--- src/design/equirect_to_cubemap_addr_assert.svh ---
// assertion macros shared by the address generator
`ifndef EQUIRECT_TO_CUBEMAP_ADDR_ASSERT_SVH
`define EQUIRECT_TO_CUBEMAP_ADDR_ASSERT_SVH

// antecedent in the same cycle implies consequent
`define E2C_ASSERT_IMP(lbl, clk, rst_n, ante, cons, msg) \
    lbl: assert property (@(posedge clk) disable iff (!rst_n) (ante) |-> (cons)) \
        else $error(msg);

// condition must never hold
`define E2C_ASSERT_NEVER(lbl, clk, rst_n, cond, msg) \
    lbl: assert property (@(posedge clk) disable iff (!rst_n) !(cond)) \
        else $error(msg);

`endif

--- src/design/e2c_pkg.sv ---
`timescale 1ns / 1ps
package e2c_pkg;

    localparam int CFG_W = 14;
    localparam logic [CFG_W-1:0] SRC_W_RESET = 14'd2048;
    localparam logic [CFG_W-1:0] SRC_W_MIN = 14'd4;

    // angles in units of 2^-32 turn, with headroom for the half-turn start
    localparam int ANG_W = 34;
    localparam int ANG_FRAC = 32;
    localparam logic signed [ANG_W-1:0] ANG_HALF = 34'sd2147483648;
    localparam logic signed [ANG_W-1:0] ANG_QUARTER = 34'sd1073741824;

    localparam int TAB_LEN = 28;
    localparam logic [31:0] ATAN_TAB [TAB_LEN] = '{
        32'h20000000, 32'h12E4051D, 32'h09FB385B, 32'h051111D4, 32'h028B0D43,
        32'h0145D7E1, 32'h00A2F61E, 32'h00517C55, 32'h0028BE53, 32'h00145F2E,
        32'h000A2F98, 32'h000517CC, 32'h00028BE6, 32'h000145F3, 32'h0000A2F9,
        32'h0000517C, 32'h000028BE, 32'h0000145F, 32'h00000A2F, 32'h00000517,
        32'h0000028B, 32'h00000145, 32'h000000A2, 32'h00000051, 32'h00000028,
        32'h00000014, 32'h0000000A, 32'h00000005
    };

    localparam logic [2:0] FACE_POS_X = 3'd0;
    localparam logic [2:0] FACE_NEG_X = 3'd1;
    localparam logic [2:0] FACE_POS_Y = 3'd2;
    localparam logic [2:0] FACE_NEG_Y = 3'd3;
    localparam logic [2:0] FACE_POS_Z = 3'd4;
    localparam logic [2:0] FACE_NEG_Z = 3'd5;

    typedef struct packed {
        logic [2:0]  face;
        logic [10:0] pix_x;
        logic [10:0] pix_y;
    } t_item;

    typedef struct packed {
        logic [12:0] src_col;
        logic [11:0] src_row;
        logic [24:0] src_index;
        logic        face_bad;
    } t_res;

    typedef struct packed {
        logic [2:0]  face;
        logic [10:0] px;
        logic [10:0] py;
        logic        bad;
    } t_entry;

    typedef struct packed {
        logic   push;
        t_entry entry;
    } t_push;

endpackage

--- src/design/e2c_queue.sv ---
`timescale 1ns / 1ps
module e2c_queue import e2c_pkg::*; #(
    parameter int DEPTH = 2
) (
    input  logic   i_clk,
    input  logic   i_rst_n,
    input  t_push  i_push,
    input  logic   i_pop,
    output logic   o_full,
    output logic   o_valid,
    output t_entry o_entry
);

    localparam int PW = $clog2(DEPTH);
    localparam int NW = $clog2(DEPTH + 1);

    t_entry          r_mem [DEPTH];
    logic [PW-1:0]   r_wr, r_rd, n_wr, n_rd;
    logic [NW-1:0]   r_cnt, n_cnt;
    logic            wr_en, rd_en;

    assign o_full  = r_cnt == NW'(DEPTH);
    assign o_valid = r_cnt != '0;
    assign o_entry = r_mem[r_rd];
    assign wr_en   = i_push.push && !o_full;
    assign rd_en   = i_pop && o_valid;

    always_comb begin
        n_wr = r_wr;
        n_rd = r_rd;
        n_cnt = r_cnt;
        if (wr_en) begin
            n_wr = (r_wr == PW'(DEPTH - 1)) ? '0 : r_wr + PW'(1);
        end
        if (rd_en) begin
            n_rd = (r_rd == PW'(DEPTH - 1)) ? '0 : r_rd + PW'(1);
        end
        if (wr_en && !rd_en) begin
            n_cnt = r_cnt + NW'(1);
        end else if (rd_en && !wr_en) begin
            n_cnt = r_cnt - NW'(1);
        end
    end

    always_ff @(posedge i_clk) begin
        if (!i_rst_n) begin
            r_wr <= '0;
            r_rd <= '0;
            r_cnt <= '0;
        end else begin
            r_wr <= n_wr;
            r_rd <= n_rd;
            r_cnt <= n_cnt;
        end
        if (wr_en) begin
            r_mem[r_wr] <= i_push.entry;
        end
    end

endmodule

--- config.mk ---
export PLATFORM = sky130hd
export DESIGN_NAME = e2c_queue
export DESIGN_NICKNAME = d
export VERILOG_FILES = /design/src/design/equirect_to_cubemap_addr_assert.svh /design/src/design/e2c_pkg.sv /design/src/design/e2c_queue.sv
export SDC_FILE = /design/constraint.sdc
export NUM_CORES = 1
export LEC_CHECK = 0
export ABC_AREA = 1
export ABC_CLOCK_PERIOD_IN_PS = 1910
export BUFFER_PORTS_ARGS = -buffer_cell sky130_fd_sc_hd__buf_2
export CAP_MARGIN = 20
export CELL_PAD_IN_SITES_DETAIL_PLACEMENT = 0
export CELL_PAD_IN_SITES_GLOBAL_PLACEMENT = 1
export CORE_MARGIN = 2
export CORE_UTILIZATION = 41
export CTS_BUF_LIST = sky130_fd_sc_hd__clkbuf_4
export DETAILED_ROUTE_END_ITERATION = 8
export HOLD_SLACK_MARGIN = 0.03
export PLACE_DENSITY_LB_ADDON = 0.1
export SKIP_CTS_REPAIR_TIMING = 1
export SYNTH_ARGS = -nofsm -noshare
export SYNTH_HDL_FRONTEND = slang
export SYNTH_SLANG_ARGS = --single-unit
export TNS_END_PERCENT = 5
--- constraint.sdc ---
create_clock -name i_clk -period 1.91 [get_ports i_clk]
set_input_delay 0.0955 -clock i_clk [delete_from_list [all_inputs] [get_ports i_clk]]
set_output_delay 0.0955 -clock i_clk [all_outputs]
set_load 0.02 [all_outputs]
# Yosys cells after proc, flatten, opt, wreduce, memory -nomap -nowiden
# Memories as Yosys holds them, arrays and structs flattened. A register that Yosys moved wholly into a read port is not among the register bits.
# Index checks and enable logic that the tools add are counted.
# Widths: inputs -> output; s select.
[classes] n_addsub=4 n_eq_ne=1 n_mux=8 reduce_logical=9
[ops] op="$mux 1" count=6
[ops] op="$logic_and 1x1->1" count=4
[ops] op="$mux 2" count=2
[ops] op="$reduce_bool 2->1" count=2
[ops] op="$logic_not 1->1" count=3
[ops] op="$add 1x1->1 const B" count=2
[ops] op="$add 2x1->2 const B" count=1
[ops] op="$eq 2x2->1 const B" count=1
[ops] op="$sub 2x1->2 const B" count=1
[totals] reg_bits=4 mem_bits_rw=52 wordCells=26 memories=1
[memory_table] name="r_mem" depth=2 word_bits=26 rd=1 rd_clocked_by_memory_dff=1 wr=1 line="e2c_queue.sv:17" source="t_entry r_mem [DEPTH];"

# Depth between registers and ports, before layout
[depth] depth_word=7 ltp_mapped=10 ltp_nobuf=10

# Worst setup path before layout
# No wires, ideal clock.
[synth_path] path_type="register to register" startpoint="register r_cnt[1]" endpoint="memory r_mem[1][0] in the netlist's numbering (enable)" setup_ns=0.409 arrival_ns=1.597 t_required_ns=1.501 path_slack_ns=-0.095 path_stages_with_launch=4 n_path_buf=0 synth_period_minus_slack_ns=2.005 path_cell_list="dfxtp_1 > inv_1 > o21ai_2 > nor2_1"
[synth_between] elab_chain_cells=5
[synth_rtl] item="from (decl)" line="e2c_queue.sv:19" source="logic [NW-1:0] r_cnt, n_cnt;"
[synth_rtl] item="from (signal assigned)" line="e2c_queue.sv:53" source="r_cnt <= n_cnt;"
[synth_rtl] item="$eq 2x2->1" line="e2c_queue.sv:22" source="assign o_full = r_cnt == NW'(DEPTH);"
[synth_rtl] item="$logic_not 1->1" line="e2c_queue.sv:25" source="assign wr_en = i_push.push && !o_full;"
[synth_rtl] item="$logic_and 1x1->1" line="e2c_queue.sv:25"
[synth_rtl] item="$mux 1" line="e2c_queue.sv:55" source="if (wr_en) begin"
[synth_rtl] item="$mux 1 (implied by the code)" line="e2c_queue.sv:56" source="r_mem[r_wr] <= i_push.entry;"
[synth_rtl] item="to (decl)" line="e2c_queue.sv:17"
# Every way passes these cells.

==> summary by stage <==
Setup path
The category of the critical setup timing path is reg2out. The highest-delay cell along the critical path is dfxtp_2. The startpoint kind of the worst setup timing path is a register. For the worst setup path, the data arrival time is 1.65 ns. The longest individual stage delay on the worst path is 0.57 ns. Along the worst path, the maximum fanout reaches 15.

At the worst endpoint, the required time is 1.81 ns. The critical path goes through buf_12 > mux2_4 > buf_2. The critical path capture point type is a primary output. In this run the critical register-to-register path is launched from r_cnt[1]$_SDFFE_PN0P_.

Power and ir drop
The power per cell area is 1180 nW/µm². IR analysis of the VDD net gives a maximum drop of 0.000569 V. In this run the static leakage power is 1.21 nW.

GRT
The number of antenna violations at the first check in global routing is 0. Entering global routing, the biggest net connects 16 pins. The via count of the first global-routing pass is 1255. The first global-routing pass estimated 5.57 mm of wire. After global routing the overflow that remains totals 0. Global routing used 12.6% of the available tracks across all layers.

Synth
The net count after synthesis is 149. The complex-gate fraction of the synthesized area is 1.41%. The biggest area consumer among synthesized cells is edfxtp_1. The post-synthesis share of cell area spent on and, or, nand and nor gates is 3.20%. The netlist area before placement is 2230 µm².

In this run, synthesis produced a sequential element count of 57. Ranked by total cell area, the synthesized netlist is headed by edfxtp_1 70%, mux2_4 13%, dfxtp_1 4.5%. The number of enable-type register cells in the synthesized netlist is 52. The total of warnings raised by yosys is 0. In the synthesized netlist, the cells that appear most often are 52 x edfxtp_1, 20 x mux2_4, 9 x nor2_1, 8 x inv_1, 7 x nand2_1. The adder-cell share of the synthesized area is 0.562%. The gate count of the mapped netlist is 118.

Of the post-synthesis cell area, the part taken by muxes is 16.5%. The parity-gate share of the synthesized area counting xor and xnor cells is 0%. Among all cell types in the netlist, the one instantiated most often is edfxtp_1. Dividing the synthesized area by the synthesized cell count gives 18.9 µm².

The proportion of register bits with asynchronous set or reset after synthesis is 0%. By area, the combinational part of the netlist is dominated by multiplexers. The share of the synthesized area in the top cell type is 70.2%. The sequential cell area fraction in the yosys report is 74.6%. The most instantiated flip-flop cell in the synthesis netlist is edfxtp_1. The synthesized netlist contains 16 unique library cells.

STA
The final cycle utilization of the critical path is 91.1%. The post-layout worst setup margin is 0.169 ns. Subtracting the final worst setup slack from the clock period gives 1.74 ns. Setup repair after global routing left no endpoint under its margin. The upper clock frequency limit is 575 MHz.

Clock skew on the completed layout was measured at 0.00376 ns. The number of setup violations in the final report is 0. The total count of hold-check failures in the final report is 0. In this run the tightest slew margin relative to its limit is 74.9%. The transition time at the pin with the least slew margin is 0.377 ns. The number of max-slew violations in the final report is 0.

Route
The routed design has 3.67 mm of wire. The iteration-0 DRC count of the detailed router is 60. The antenna violation net count after detailed routing is 0. The first detailed-routing pass ran for 4 iterations.

The number of remaining DRC errors is 0. Summing over every cut layer, the via total after detailed routing is 1265. In the final routed layout, each cell accounts on average for 12.7 µm. In the routed layout, each cell is associated on average with a via count of 4.38.

Clocking
TritonCTS built the clock tree. Buffers inserted during clock tree synthesis total 9. The clock net sink count is 57. The library cell used as clock root buffer is clkbuf_4.

The clock network latency to the later pin of the worst-skew pair is 0.37 ns. The level count of the clock H-tree is 3. No sink is reached through more buffers than the 2 on the longest clock path. Clock-pin slew was measured on the worst setup and hold paths at 0.08 ns.

Floorplan
After floorplanning, the core was sized to cover 5170 µm². The row count is 26. The width of the die is 77.7 µm. The number of top-level pins is 58. The overall die height is 77.7 µm. For this configuration, the core starts out at a cell density of 43.0%. The die covers 6030 µm².

Flow run
The count of max-cap constraint violations is 0.

Outcome
The flow ran to the end, and the final reports show no timing, DRC or antenna violations.

Placed design
The number of buffer cells added on primary ports is 57. The worst slack at placement is 0.453 ns. The post-place instance area is 2600 µm². The HPWL after detailed placement is 2.43 mm. The routability congestion estimate is 0.644.

Cells and area
The synthesis-to-finish area growth is 34.4%. The net count of the finished layout is 246. After routing the design area is 2990 µm². The final-layout fill cell count is 404. Cells with a size suffix above 1 make up 47.0% of the layout. The number of antenna diodes in the final layout is 0.

Worst hold path
The hold path startpoint is i_push[26]. The type of the most critical hold path is in2reg.
-- where the power goes --
group          switching (mW)  total [mW]  internal (mW)
registers              0.0946        1.67           1.58
logic                   0.601        1.11          0.508
clock network           0.384       0.757          0.373
-- metal layers --
metal | track usage (%) | vias up | wire (µm) | share of wire, %
met5 | 0 | - | 0 | 0
met4 | 7.68 | 0 | 44 | 1.2
met3 | 5.58 | 4 | 197 | 5.4
met2 | 20.7 | 35 | 1890 | 51
met1 | 13.1 | 592 | 1540 | 42
li1 | - | 634 | - | -
-- stage by stage --
step           hold slack [ns]  instances  power (mW)  utilization [%]  setup TNS (ns)
2_1_floorplan            0.194        118        2.49                -           -4.96
3_3_place_gp             0.283        247        2.75             50.3               0
3_5_place_dp             0.286        247        2.78             50.3               0
4_1_cts                 -0.130        262        3.55             52.6               0
5_1_grt                  0.114        289        3.74             57.8               0
6_report                 0.114        289        3.54             57.8               0
-- logic make-up after synthesis --
family	Yosys count
multiplexers	26
AND/OR/NAND/NOR	18
adder cells (fa/ha/maj)	1
buffers and inverters	11
AO/OA/AOI/OAI	5
flip-flops	57
-- state kept, by name, summed over array words and instances (netlist names), named ones only --
name and count:
r_cnt 2, r_mem 52, r_rd 1, r_wr 1
-- area by class of cell --
cell class / instances / area, µm² / share of cell area [%]
sequential: 57 / 1660 / 55.6
multi-input combinational: 50 / 488 / 16.3
tap: 70 / 87.6 / 2.93
clock buffer: 9 / 67.6 / 2.26
clock inverter: 6 / 50.0 / 1.67
inverter: 8 / 30.0 / 1.00
timing repair buffer: 89 / 606 / 20.2
-- critical path: cells and delay by family (launching register included) --
kind	cells	cell delay, ns
buffers and inverters	2	0.39
multiplexers	1	0.31
flip-flops	1	0.57
-- cells in the final DEF, fill, tap and decap left out, types with 2 or more instances in the layout --
cell type      netlist  layout
buf_2                0      57
edfxtp_1            52      52
dlygate4sd3_1        0      27
mux2_4              20      20
clkbuf_4             0       9
inv_1                8       8
nand2_1              7       7
nor2_1               9       7
mux2_2               6       6
clkinv_1             0       4
buf_4                0       4
dfxtp_1              5       4
nor2_2               0       2
o21ai_0              2       2
-- final timing paths --
path	endpoint	slack [ns]	cells past startpoint
max	o_entry[19]	0.17	3
min	r_wr$_SDFFE_PN0N_	0.11	4
max reg2reg	r_cnt[1]$_SDFFE_PN0P_	0.43	9
min reg2reg	r_rd$_SDFFE_PN0P_	0.52	2
(Power assumes the default switching activity.)
