### config.mk
export PLATFORM = sky130hd
export DESIGN_NAME = e2c_front
export DESIGN_NICKNAME = d
export VERILOG_FILES = /design/src/design/equirect_to_cubemap_addr_assert.svh /design/src/design/e2c_pkg.sv /design/src/design/e2c_front.sv
export SDC_FILE = /design/constraint.sdc
export NUM_CORES = 1
export LEC_CHECK = 0
export ABC_CLOCK_PERIOD_IN_PS = 4050
export BUFFER_PORTS_ARGS = -buffer_cell sky130_fd_sc_hd__buf_2
export CORE_ASPECT_RATIO = 1.25
export CORE_MARGIN = 1
export CORE_UTILIZATION = 41
export DETAILED_ROUTE_END_ITERATION = 16
export GPL_TIMING_DRIVEN = 0
export PLACE_DENSITY = 0.81
export SLEW_MARGIN = 15
export SYNTH_ARGS = -nofsm -noshare
export SYNTH_HDL_FRONTEND = slang
export SYNTH_SLANG_ARGS = --single-unit
### constraint.sdc
create_clock -name vclk -period 4.05
set_clock_uncertainty 0.15 [all_clocks]
set_input_delay 0.405 -clock vclk [all_inputs]
set_output_delay 0.405 -clock vclk [all_outputs]
set_load 0.05 [all_outputs]
### src/design/equirect_to_cubemap_addr_assert.svh
// assertion macros shared by the address generator
`ifndef EQUIRECT_TO_CUBEMAP_ADDR_ASSERT_SVH
`define EQUIRECT_TO_CUBEMAP_ADDR_ASSERT_SVH

// antecedent in the same cycle implies consequent
`define E2C_ASSERT_IMP(lbl, clk, rst_n, ante, cons, msg) \
    lbl: assert property (@(posedge clk) disable iff (!rst_n) (ante) |-> (cons)) \
        else $error(msg);

// condition must never hold
`define E2C_ASSERT_NEVER(lbl, clk, rst_n, cond, msg) \
    lbl: assert property (@(posedge clk) disable iff (!rst_n) !(cond)) \
        else $error(msg);

`endif

### src/design/e2c_pkg.sv
`timescale 1ns / 1ps
package e2c_pkg;

    localparam int CFG_W = 14;
    localparam logic [CFG_W-1:0] SRC_W_RESET = 14'd2048;
    localparam logic [CFG_W-1:0] SRC_W_MIN = 14'd4;

    // angles in units of 2^-32 turn, with headroom for the half-turn start
    localparam int ANG_W = 34;
    localparam int ANG_FRAC = 32;
    localparam logic signed [ANG_W-1:0] ANG_HALF = 34'sd2147483648;
    localparam logic signed [ANG_W-1:0] ANG_QUARTER = 34'sd1073741824;

    localparam int TAB_LEN = 28;
    localparam logic [31:0] ATAN_TAB [TAB_LEN] = '{
        32'h20000000, 32'h12E4051D, 32'h09FB385B, 32'h051111D4, 32'h028B0D43,
        32'h0145D7E1, 32'h00A2F61E, 32'h00517C55, 32'h0028BE53, 32'h00145F2E,
        32'h000A2F98, 32'h000517CC, 32'h00028BE6, 32'h000145F3, 32'h0000A2F9,
        32'h0000517C, 32'h000028BE, 32'h0000145F, 32'h00000A2F, 32'h00000517,
        32'h0000028B, 32'h00000145, 32'h000000A2, 32'h00000051, 32'h00000028,
        32'h00000014, 32'h0000000A, 32'h00000005
    };

    localparam logic [2:0] FACE_POS_X = 3'd0;
    localparam logic [2:0] FACE_NEG_X = 3'd1;
    localparam logic [2:0] FACE_POS_Y = 3'd2;
    localparam logic [2:0] FACE_NEG_Y = 3'd3;
    localparam logic [2:0] FACE_POS_Z = 3'd4;
    localparam logic [2:0] FACE_NEG_Z = 3'd5;

    typedef struct packed {
        logic [2:0]  face;
        logic [10:0] pix_x;
        logic [10:0] pix_y;
    } t_item;

    typedef struct packed {
        logic [12:0] src_col;
        logic [11:0] src_row;
        logic [24:0] src_index;
        logic        face_bad;
    } t_res;

    typedef struct packed {
        logic [2:0]  face;
        logic [10:0] px;
        logic [10:0] py;
        logic        bad;
    } t_entry;

    typedef struct packed {
        logic   push;
        t_entry entry;
    } t_push;

endpackage

### src/design/e2c_front.sv
`timescale 1ns / 1ps
module e2c_front import e2c_pkg::*; (
    input  logic        i_start,
    input  t_item       i_item,
    input  logic [11:0] i_face_size,
    input  logic        i_full,
    output logic        o_busy,
    output t_push       o_push
);

    logic [11:0] lim;

    assign lim = i_face_size - 12'd1;
    assign o_busy = i_full;

    always_comb begin
        o_push.push = i_start && !i_full;
        o_push.entry.face = i_item.face;
        o_push.entry.bad = i_item.face > FACE_NEG_Z;
        // pixels past the face edge saturate to the last pixel
        o_push.entry.px = ({1'b0, i_item.pix_x} > lim) ? lim[10:0] : i_item.pix_x;
        o_push.entry.py = ({1'b0, i_item.pix_y} > lim) ? lim[10:0] : i_item.pix_y;
    end

endmodule

# Word level (Yosys, flattened, before mapping)
# Index checks and enable logic that the tools add are counted.
# W data, S select, Z words.
[word_totals] input_bits=39 reg_bits=0 ramBits=0 elab_cells=8 mem_count=0 latch_bits=0 romBits=0
[op_classes] n_eq_ne=0 div=0 shift=0 n_addsub=1 reduce_logical=2 bitwise=0 multipliers=0 muxes=2 order_cmp=3
[op_table] op="$gt A11 B12 Y1" count=2
[op_table] op="$mux W11" count=2
[op_table] op="$sub A12 B1 Y12 const B" count=1
[op_table] op="$gt A3 B3 Y1 const B" count=1
[op_table] op="$logic_and A1 B1 Y1" count=1
[op_table] op="$logic_not A1 Y1" count=1

# Logic depth before layout (Yosys ltp)
# Gate-level depths: netlist of run 1.
[logic_depth] ltp_word=3 mapped_depth=14

# Least setup slack after synthesis of run 1
# No wires, ideal clock.
[synth_timing] kind="input -> output" startpoint="input port i_face_size[0]" endpoint="output port o_push[11] in the netlist's numbering" stages=13 t_required_ns=3.495 t_arrival_ns=3.641 path_slack_ns=-0.146 n_path_buf=0 cell_sequence="inv_1 -> ha_1 -> nand2b_1 -> nor2_1 -> nand2_1 -> xnor2_1 -> inv_1 -> ha_1 -> and3_1 -> a221oi_1 -> a31oi_1 -> o311ai_4 -> mux2i_1"
[synth_lines] item="from (decl)" line_no="e2c_front.sv:5" rtl="input logic [11:0] i_face_size,"
[synth_lines] item="to (decl)" line_no="e2c_front.sv:8" rtl="output t_push o_push"

==> results of run 1 <==
==> cell usage in the layout, fill, tap and decap left out, drive strengths merged, types with 2 or more instances in the layout <==
cell type  instances
buf               79
inv               21
ha                21
mux2              12
nand2              8
a21oi              8
mux2i              8
nor2               7
xnor2              6
o21ai              5
xor2               4
a21o               4
nor3               4
nand3              3
nor4               3
and3               2
nor2b              2
nand2b             2
a221oi             2
a211oi             2
==> power groups by stage <==
stage | sequential [mW] | clock (mW) | combinational, mW
floorplan | 0 | 0 | 0.197
global placement | 0 | 0 | 0.262
detailed placement | 0 | 0 | 0.265
CTS | 0 | 0 | 0.280
global route | 0 | 0 | 0.321
finish | 0 | 0 | 0.299
==> final timing paths <==
kind                      startpoint    endpoint  slack (ns)
worst min-delay path      i_item[22]  o_push[23]        0.96
worst max-delay path  i_face_size[3]   o_push[6]        0.12
==> what timing repair did <==
item / 4_1_cts / 5_1_grt
gates resized for setup: 12 / 15
buffers inserted: 4 / 4
pin swaps: 5 / 8
setup endpoints to repair: 10 / 20
==> critical path, stage by stage <==
cell and delay [ns]:
buf_2 0.15, nor4_4 0.25, buf_4 0.18, nand2_1 0.10
xnor2_2 0.21, inv_2 0.06, ha_1 0.30, and3_4 0.21
a221oi_4 0.33, a211oi_2 0.14, o311ai_4 0.37, buf_12 0.18
mux2_4 0.29, buf_4 0.19
==> per-stage QoR <==
stage                     power [mW]  cells  utilization
after global placement         0.262    241        0.570
after CTS                      0.280    245        0.602
after floorplan                0.197    141            -
final                          0.299    249        0.642
after detailed placement       0.265    241        0.570
after global routing           0.321    249        0.642
==> cells by family (layout without fill, tap and decap cells) <==
kind of cell	count (synthesis)	after routing	synth area share
and+or+nand+nor	35	35	0.189
xor gates and xnor gates	11	11	0.0965
AOI/OAI and AO/OA	28	28	0.177
adders and majority gates	21	21	0.230
muxes	20	20	0.208
buffers and inverters	26	100	0.0998
==> per-layer routing <==
metal	up-vias	wire length, um	global-route usage
met5	-	0	0
met4	0	4	0.0168
met3	2	152	0.00752
met2	57	1820	0.415
met1	603	1350	0.227
li1	658	-	-
==> final cells by class <==
class,count,share of cell area
inverters,21,0.0463
multi-input cells,115,0.651
well taps,34,0.0250
plain buffers,5,0.0220
repair buffers,74,0.256
==> flow_summary_export.csv, run 1 <==
group,metric,value,unit
sta,finalSetupViolCount,0,
power_and_ir_drop,p_int,0.114,mW
route,drt_pass1_iterations,5,
floorplanning,dieArea,0.00300,mm^2
synthesis,yosysTopAreaCellShare,0.230,
power_and_ir_drop,power_frac_comb,1.000,
job,drv_cap,0,
sta,hold_viol,0,
sta,period_share,0.970,
sta,maxSlewHeadroom,0.699,
route,drt-total-wl,3320,um
sta,whs,0.963,ns
synthesis,syn-instance-count,141,
layout,final-seq-area,0,um^2
synthesis,synth_commonest_cells,"21 x ha_1, 21 x inv_1, 8 x a21oi_1, 8 x mux2i_1, 8 x nand2_1",
sta,worstMarginPinSlew,0.450,ns
floorplanning,die_h,61.0,um
route,antenna_left,0,
power_and_ir_drop,swShare,0.620,
floorplanning,io_pins,67,
grt,track_usage,0.198,
synthesis,yosysWarnings,0,
synthesis,synth_area,0.00114,mm^2
floorplanning,die_w,49.2,um
grt,grt_max_degree,11,
grt,gr-total-overflow,0,
critical_path,cp_max_fo,7,
floorplanning,core,0.00265,mm^2
power_and_ir_drop,pwr-share-clk,0,
route,viasPerCell,5.30,
critical_path,start_kind,"input port",
run_status,status,"completed",
critical_path,crit_type,"input port to output port",
min_path,holdPathStages,2,
synthesis,syn_area_per_cell,8.09,um^2
grt,grt_pass1_wl,4770,um
placement,gp_congestion,0.815,
min_path,hold_path.class,"input port to output port",
grt,antenna_found_initial,0,
critical_path,cp.required,3.49,ns
synthesis,ys_types,37,
floorplanning,rows,21,
layout,multi_input_area,0.00111,mm^2
route,drt_iter0_drc,21,
sta,setup_tns,0,ns
synthesis,syn-num-nets,201,
critical_path,cp.arrival,3.37,ns
synthesis,yosysTopAreaCell,"ha_1",
route,vias,1320,
placement,place_area,0.00151,mm^2
placement,numPortBuffers,66,
layout,clockBufferCount,0,
grt,grt_pass1_vias,1152,
sta,timing.fmax,0.255,GHz
synthesis,seq_area_frac_synth,0,
layout,nNetsFinal,277,
placement,place_ws,-0.441,ns
layout,drive_gt1_frac,0.502,
clock_network,hold_buffers,0,
route,avgRoutedWirePerCell,13.3,um
layout,seq_cell_count,0,
sta,fin_ws,0.123,ns
floorplanning,start_util,0.430,
power_and_ir_drop,peakVddDrop,0.000105,V
layout,num-fill-cells,240,
layout,areaGrowthSynthToFinish,49.3,%
synthesis,netlist_top_cells_area,"ha_1 23%, mux2_4 7.9%, mux2i_1 7.0%",
power_and_ir_drop,p_leak,0.939,nW
power_and_ir_drop,powerDensity,176,mW/mm^2
power_and_ir_drop,seqPwrFrac,0,
sta,layout_min_cycle_time,3.93,ns
layout,design_area,0.00170,mm^2
route,drc,0,
placement,hpwl,2490,um
layout,diodes,0,
power_and_ir_drop,switchingPower,0.186,mW
critical_path,endpoint_kind,"output port",
sta,slew_violations,0,
No activity file was read; power rests on OpenSTA's default activity.
==> run 2: changes to the inputs <==
==> constraint.sdc (replaced) <==
create_clock -name vclk -period 4.05
set_clock_uncertainty 0.15 [all_clocks]
set_input_delay 0.81 -clock vclk [all_inputs]
set_output_delay 0.81 -clock vclk [all_outputs]
set_load 0.05 [all_outputs]
==> flow_summary_export.csv, run 2 (synthesized netlist as in run 1, its figures left out) <==
group,metric,value,unit
run_status,status,"complete, but fails checks",
run_status,violations,"setup timing",
clock_network,hold_buffers,0,
route,avgRoutedWirePerCell,22.6,um
layout,final_common_cell,"buf_2",
sta,rsz0062_at_grt,"yes",
min_path,hold_start,"i_face_size[0]",
min_path,holdPathStages,3,
layout,design_area,0.00243,mm^2
critical_path,crit_path_top_delay_cell,"a221oi_4",
grt,track_usage,0.298,
route,drc,0,
sta,setup_tns,-11.36,ns
placement,gp_congestion,0.749,
grt,use_met1,0.318,
min_path,hold_end,"o_push[1]",
sta,slew_violations,0,
layout,final-seq-area,0,um^2
critical_path,start_kind,"input port",
grt,grt.busiest_layer,"met2",
critical_path,cp.arrival,3.77,ns
floorplanning,dieArea,0.00300,mm^2
floorplanning,io_pins,67,
layout,clockBufferCount,0,
sta,fin_ws,-0.683,ns
critical_path,crit_buf_inv,5,
route,antenna_left,0,
layout,drive_gt1_frac,0.721,
route,drt-total-wl,6040,um
placement,place_area,0.00170,mm^2
floorplanning,core,0.00265,mm^2
placement,hpwl,2540,um
critical_path,crit_path_frequent_cell,"buf_6",
sta,layout_min_cycle_time,4.73,ns
layout,final_cell_mix,"40 x buf_2, 27 x buf_4, 20 x buf_6",
critical_path,crit_family,"compound AO/OA/AOI/OAI gates",
route,drt_iter0_drc,84,
sta,hold_viol,0,
sta,worstMarginPinSlew,0.521,ns
critical_path,cp_max_fo,6,
grt,grt_pass1_wl,6850,um
sta,finalSetupViolCount,21,
power_and_ir_drop,p_leak,1.16,nW
power_and_ir_drop,powerDensity,184,mW/mm^2
sta,timing.fmax,0.211,GHz
critical_path,cp_cell_sequence,"buf_8, nor4_4, buf_6, nand2_8, xnor2_4, inv_2, ha_4, and3_4, a221oi_4, a31oi_2, o311ai_4, buf_6, mux2_4, buf_6",
route,vias,1654,
grt,met2_usage,0.571,
layout,areaGrowthSynthToFinish,113,%
layout,final_cells,267,
placement,place_ws,-1.40,ns
sta,whs,1.77,ns
grt,grt_pass1_vias,1498,
grt,antenna_found_initial,0,
grt,gr-total-overflow,0,
critical_path,cp.required,3.09,ns
route,viasPerCell,6.19,
critical_path,crit_type,"input port to output port",
layout,nNetsFinal,295,
job,drv_cap,0,
critical_path,slowest_delay,0.34,ns
floorplanning,die_h,61.0,um
critical_path,endpoint_kind,"output port",
grt,grt_max_degree,8,
grt,use_met3,0.0301,
power_and_ir_drop,peakVddDrop,0.000156,V
placement,place_inst,241,
placement,numPortBuffers,66,
layout,seq_cell_count,0,
route,drt_pass1_iterations,4,
sta,period_share,1.17,
floorplanning,rows,21,
floorplanning,start_util,0.430,
min_path,hold_path.class,"input port to output port",
layout,diodes,0,
sta,maxSlewHeadroom,0.650,
floorplanning,die_w,49.2,um
run 2: cell count changes in the layout (fill, tap and decap cells not counted), sizes merged:
cell and delta:
buf +18
run 2: report_power, final:
part           switching (mW)  internal [mW]  total [mW]
clock                       0              0           0
combinational           0.251          0.194       0.445
sequential                  0              0           0
run 2: cell type report:
type | instances | area, um^2
multi-input combinational | 115 | 1510
inverter | 21 | 83.8
buffer | 5 | 37.5
tap | 34 | 42.5
timing repair buffer | 92 | 751
fill | 97 | 228
run 2: stage by stage:
stage	power [mW]	util
floorplan	0.225	-
global placement	0.292	0.640
detailed placement	0.296	0.640
CTS	0.372	0.817
global route	0.459	0.914
finish	0.445	0.914
run 2: tightest hold or removal path, stage by stage:
cell	delay, ns
buf_12	0.10
mux2i_4	0.06
buf_6	0.15
run 2: worst max path at each step:
stage | slack (ns) | end | startpoint | depth (start not counted)
finish | -0.68 | o_push[8] | i_face_size[6] | 14
global route | -0.82 | o_push[8] | i_face_size[6] | 14
CTS | -0.45 | o_push[6] | i_face_size[6] | 14
detailed placement | -1.40 | o_push[7] | i_face_size[5] | 12
global placement | -1.35 | o_push[11] | i_face_size[5] | 12
floorplan | -0.70 | o_push[11] | i_face_size[5] | 10
run 2: timing repair:
item	4_1_cts	5_1_grt
gates resized for setup	88	42
setup buffers	19	6
setup endpoints to repair	22	21
cloned	1	0
pin swaps	23	12
run 2: metal layers:
| layer | routed length, um | share of wire |
|---|---|---|
| met5 | 0 | 0 |
| met4 | 498 | 0.082 |
| met3 | 655 | 0.11 |
| met2 | 2890 | 0.48 |
| met1 | 2000 | 0.33 |
